[src/phrt_pkg.sv]
// ----------------------------------------------------------------------------
// phrt_pkg - shared definitions for the path hash reference count table
// Field widths, table geometry, hash constants, status codes and the
// control types passed between the top level and the hash accumulator.
// ----------------------------------------------------------------------------
package phrt_pkg;

	// Input and output field widths
	localparam int CHAR_W   = 8;
	localparam int STATUS_W = 3;

	// Running hash
	localparam int              HASH_W     = 64;
	localparam int              HASH_SHIFT = 5;
	localparam logic [HASH_W-1:0] HASH_SEED = HASH_W'(5381);

	// Slot table: a power of two, so the start slot is the low hash bits
	localparam int SLOT_W      = 11;
	localparam int TABLE_SLOTS = 2 ** SLOT_W;

	// Asset pool
	localparam int POOL_ENTRIES = 1024;
	localparam int POOL_W       = $clog2(POOL_ENTRIES);
	localparam int FILL_W       = $clog2(POOL_ENTRIES + 1);

	// Reference counts
	localparam int                    COUNT_BITS = 16;
	localparam logic [COUNT_BITS-1:0] COUNT_MAX  = '1;

	// Command codes
	localparam logic CMD_LOAD    = 1'b0;
	localparam logic CMD_RELEASE = 1'b1;

	// Result status codes
	typedef enum logic [STATUS_W-1:0] {
		STAT_FOUND    = 3'd0,
		STAT_INSERTED = 3'd1,
		STAT_FULL     = 3'd2,
		STAT_RELEASED = 3'd3,
		STAT_ZERO     = 3'd4,
		STAT_UNUSED   = 3'd5
	} status_t;

	// One slot of the open-addressing table
	typedef struct packed {
		logic              valid;
		logic [HASH_W-1:0] hash;
		logic [POOL_W-1:0] index;
	} slot_t;

	// Controller states
	typedef enum logic [2:0] {
		S_CLEAR,
		S_IDLE,
		S_ISSUE,
		S_PROBE,
		S_CNT_RD,
		S_CNT_UPD,
		S_EMIT
	} state_t;

	// Hash accumulator control
	typedef struct packed {
		logic fold;     // fold the current character in
		logic restart;  // return to the seed after folding
	} hash_ctl_t;

endpackage

[src/phrt_hash.sv]
// ----------------------------------------------------------------------------
// phrt_hash - running djb2 hash accumulator
// Holds the hash of the path so far and presents hash * 33 + char for the
// character on the input; folds it in or restarts from the seed on command.
// ----------------------------------------------------------------------------
module phrt_hash (
	input  logic                          clk,
	input  logic                          arst_n,
	input  phrt_pkg::hash_ctl_t           ctl,
	input  logic [phrt_pkg::CHAR_W-1:0]   path_char,
	output logic [phrt_pkg::HASH_W-1:0]   hash_next
);
	import phrt_pkg::*;

	logic [HASH_W-1:0] hash_q;

	// hash * 33 + char, modulo 2^64
	assign hash_next = {hash_q[HASH_W-1-HASH_SHIFT:0], HASH_SHIFT'(0)} + hash_q
		+ HASH_W'(path_char);

	// Running hash register
	always_ff @(posedge clk or negedge arst_n) begin
		if (!arst_n) begin
			hash_q <= HASH_SEED;
		end else if (ctl.fold) begin
			if (ctl.restart) begin
				hash_q <= HASH_SEED;
			end else begin
				hash_q <= hash_next;
			end
		end
	end

endmodule

[config.mk]
export PLATFORM = sky130hd
export DESIGN_NAME = phrt_hash
export DESIGN_NICKNAME = d
export VERILOG_FILES = /design/src/phrt_pkg.sv /design/src/phrt_hash.sv
export SDC_FILE = /design/constraint.sdc
export NUM_CORES = 1
export LEC_CHECK = 0
export BUFFER_PORTS_ARGS = -buffer_cell sky130_fd_sc_hd__buf_2
export CORE_UTILIZATION = 25
export CTS_CLUSTER_DIAMETER = 150
export DETAILED_ROUTE_END_ITERATION = 16
export GPL_TIMING_DRIVEN = 0
export SYNTH_ARGS = -nofsm -noshare
export SYNTH_HDL_FRONTEND = slang
export SYNTH_SLANG_ARGS = --single-unit
export TNS_END_PERCENT = 100
[constraint.sdc]
create_clock -name clk -period 3.81 [get_ports clk]
set_clock_uncertainty 0.1 [all_clocks]
set_input_delay 0.762 -clock clk [delete_from_list [all_inputs] [get_ports clk]]
set_output_delay 0.762 -clock clk [all_outputs]
set_load 0.1 [all_outputs]
==> results_dict.tcl <==
set metrics [dict create \
    grtUsageTotal_pct 17.2 \
    r2r_setup_slack_ps 90 \
    wl_um 24400 \
    worst_slew_pin_slew_ps 872 \
    pin_count 76 \
    report.final.hold_viol_count 0 \
    synth_edf_count 0 \
    initial_utilization_pct 25.3 \
    synth.area.top_cells "ha_1 22%, dfrtp_1 21%, a22o_1 6.2%, a21oi_1 5.5%, xnor2_1 4.4%" \
    grt_overflow 0 \
    grt_pass1_wl_um 38600 \
    min_path_type "reg2reg" \
    ant_nets 0 \
    setup_ws_ps -923 \
    cts_buffers 9 \
    setup_viol 55 \
    fin_crit_sh_pct 124 \
    regMostFlops "hash_q" \
    slowest_stage "fa_1" \
    avgSynthCellArea_um2 8.85 \
    n_antenna_cell 0 \
    place_congestion 0.852 \
    reg.largest.list "hash_q: 64 flops" \
    timing.fmax_mhz 211 \
    rsz0062_at_grt "yes" \
    netlist_area_um2 7040 \
    place.detailed.hpwl_um 18600 \
    largest_register_ffs 64 \
    synthCells 796 \
    critPathLaunchType "input pin" \
    antenna_found_initial 0 \
    crit_top_cell "o21ai_4" \
    vias 6940 \
    worstPathRequired_ps 2950 \
    min_period_ps 4730 \
    maxCapViolations 0 \
    finalMaxSlewViolations 0 \
    drt-wirelength-per-cell_um 18.2 \
    synth_cell_type_count 74 \
    numPortBuffers 74 \
    path_clk_slew_ps 60 \
    outcome "finished with violations" \
    synth_fp_nets 934 \
    area_growth_pct 69.5 \
    fill_cells 2628 \
    slew_headroom_pct 41.9 \
    drc 0 \
    cts_buffer_depth 2 \
    arrival_ps 3870 \
    preCtsSetupSlack_ps -1290 \
    clkLatencyLatePin_ps 350 \
    ys.flop_type "dfrtp_1" \
    drive_gt1_share_pct 41.8 \
    rows 61 \
    drtPass1Iterations 4 \
    cts_tree "built" \
    crit_path_max_incr_delay_ps 520 \
    grt_start_max_net_pins 65 \
    final_nets 1095 \
    violations "negative setup slack" \
    cts_hold_buf 0 \
    ys_warn_count 0 \
    core_region_area_um2 27800 \
    synth_async_sr_flop_share_pct 100 \
    crit_type "in2out" \
    yosys.area.top_type "ha_1" \
    post_drt_via_cell_ratio 5.18 \
    cp_cell_sequence "buf_2 > inv_8 > fa_1 > inv_2 > ha_4 > o211ai_1 > buf_4 > o21ai_4 > a41oi_2 > buf_4 > a311oi_4 > o21ai_4 > o21ai_4 > a21boi_4 > o21a_4 > xnor2_4 > buf_12" \
    netlist.area_leader.share_pct 21.7 \
    yosysSeqAreaShare_pct 22.8 \
    synth_seq_cells 64 \
    clock_sinks 64 \
    cts-root-buf "clkbuf_16" \
    grt_pass1_vias 6981 \
    die_w_um 170 \
    cp_max_fo 4 \
    drt_iter0_drc 328 \
    die_area_um2 28800 \
    crit_path_end_kind "output pin" \
    htreeDepth 3 \
    die_y_um 170 \
]
## cells by family (layout without fill, tap and decap cells)
kind of cell    after synthesis  in the layout  synth area share, %
compound gates              286            286                 29.3
xor+xnor                     61             61                 7.59
fa+ha+maj                   126            126                 22.8
buf+inv                      57            223                 3.46
flops                        64             64                 22.8
simple gates                202            202                 14.0
## final cells by class
type / instances / area [µm²] / share of cell area [%]
flip-flops and latches: 64 / 1610 / 13.5
plain buffers: 31 / 179 / 1.50
clock inverters: 5 / 55.1 / 0.461
clock buffers: 11 / 253 / 2.12
multi-input cells: 675 / 7270 / 60.9
well taps: 378 / 473 / 3.96
repair buffers: 153 / 2000 / 16.8
inverters: 23 / 93.8 / 0.786
## worst max-delay path: cells and delay by family
family	cells	cell delay [ps]
compound gates	8	1410
fa+ha+maj	2	790
buf+inv	6	740
xor+xnor	1	150
## through the flow
| stage | utilization, % | cell area [µm²] | instances | TNS (ps) | hold WS (ps) |
|---|---|---|---|---|---|
| after global placement | 33.6 | 9330 | 1248 | -41470 | 404 |
| after CTS | 40.4 | 11200 | 1308 | -29200 | 424 |
| after global routing | 43.0 | 11900 | 1340 | -35340 | 434 |
| final | 43.0 | 11900 | 1340 | -30440 | 419 |
| after floorplan | - | 8490 | 796 | -16890 | 366 |
| after detailed placement | 33.6 | 9330 | 1248 | -42330 | 411 |
## synth_stat cells (9+ instances only)
cell / n
a21o_1: 17
o21ai_0: 34
nor2_1: 40
o21a_1: 12
a21oi_1: 77
clkbuf_1: 17
nor2b_1: 9
inv_1: 21
xnor2_1: 35
ha_1: 122
xor2_1: 26
buf_2: 15
a22o_1: 50
dfrtp_1: 59
o21bai_1: 13
nand2_1: 73
nand4_1: 18
nand3_1: 13
nor3_1: 17
## layout by cell type, fill, tap and decap left out, types with 4 or more instances in the layout
cell type	n
nand2_2	7
nor2_4	7
xnor2_4	32
nand2_1	62
o21bai_1	9
nor2b_1	7
a31oi_4	7
o21a_1	11
and3_1	6
nand4_1	18
a21oi_4	13
buf_4	50
ha_1	101
clkbuf_1	14
clkbuf_16	9
buf_12	62
a21o_1	17
a211o_1	4
a22o_1	50
xor2_4	25
ha_2	11
nor2_1	29
o21ai_0	24
a31o_2	4
ha_4	10
nor2_2	5
a21oi_2	10
dfrtp_1	56
o21ai_1	9
buf_2	22
o211ai_1	8
nand3_1	10
a21oi_1	56
buf_6	35
nor3_1	13
dfstp_2	5
inv_1	18
o21ai_4	8
## repair_timing
item	CTS	global route
hold endpoints to repair	0	0
resized for setup	308	114
pin swaps	64	77
setup buffers	46	50
endpoints found under the setup margin	59	66
## path summary, 6_finish.rpt
path	depth (start not counted)	start	end
worst max-delay path	17	path_char[5]	hash_next[59]
worst min-delay path	2	hash_q[0]	hash_q[0]
worst max register to register	17	hash_q[0]	hash_q[59]
worst min register to register	2	hash_q[0]	hash_q[0]
max in group asynchronous	1	arst_n	hash_q[31]
min in group asynchronous	1	arst_n	hash_q[52]
## per-layer routing
metal	share of wire [%]	track usage [%]	vias up
li1	-	-	3328
met4	1.7	4.35	0
met2	49	29.3	142
met5	0	0	-
met1	47	22.8	3440
met3	3.1	2.56	30
Power is not shown: default switching activity piles up to over one toggle a cycle in this logic, so the estimate is an artifact.
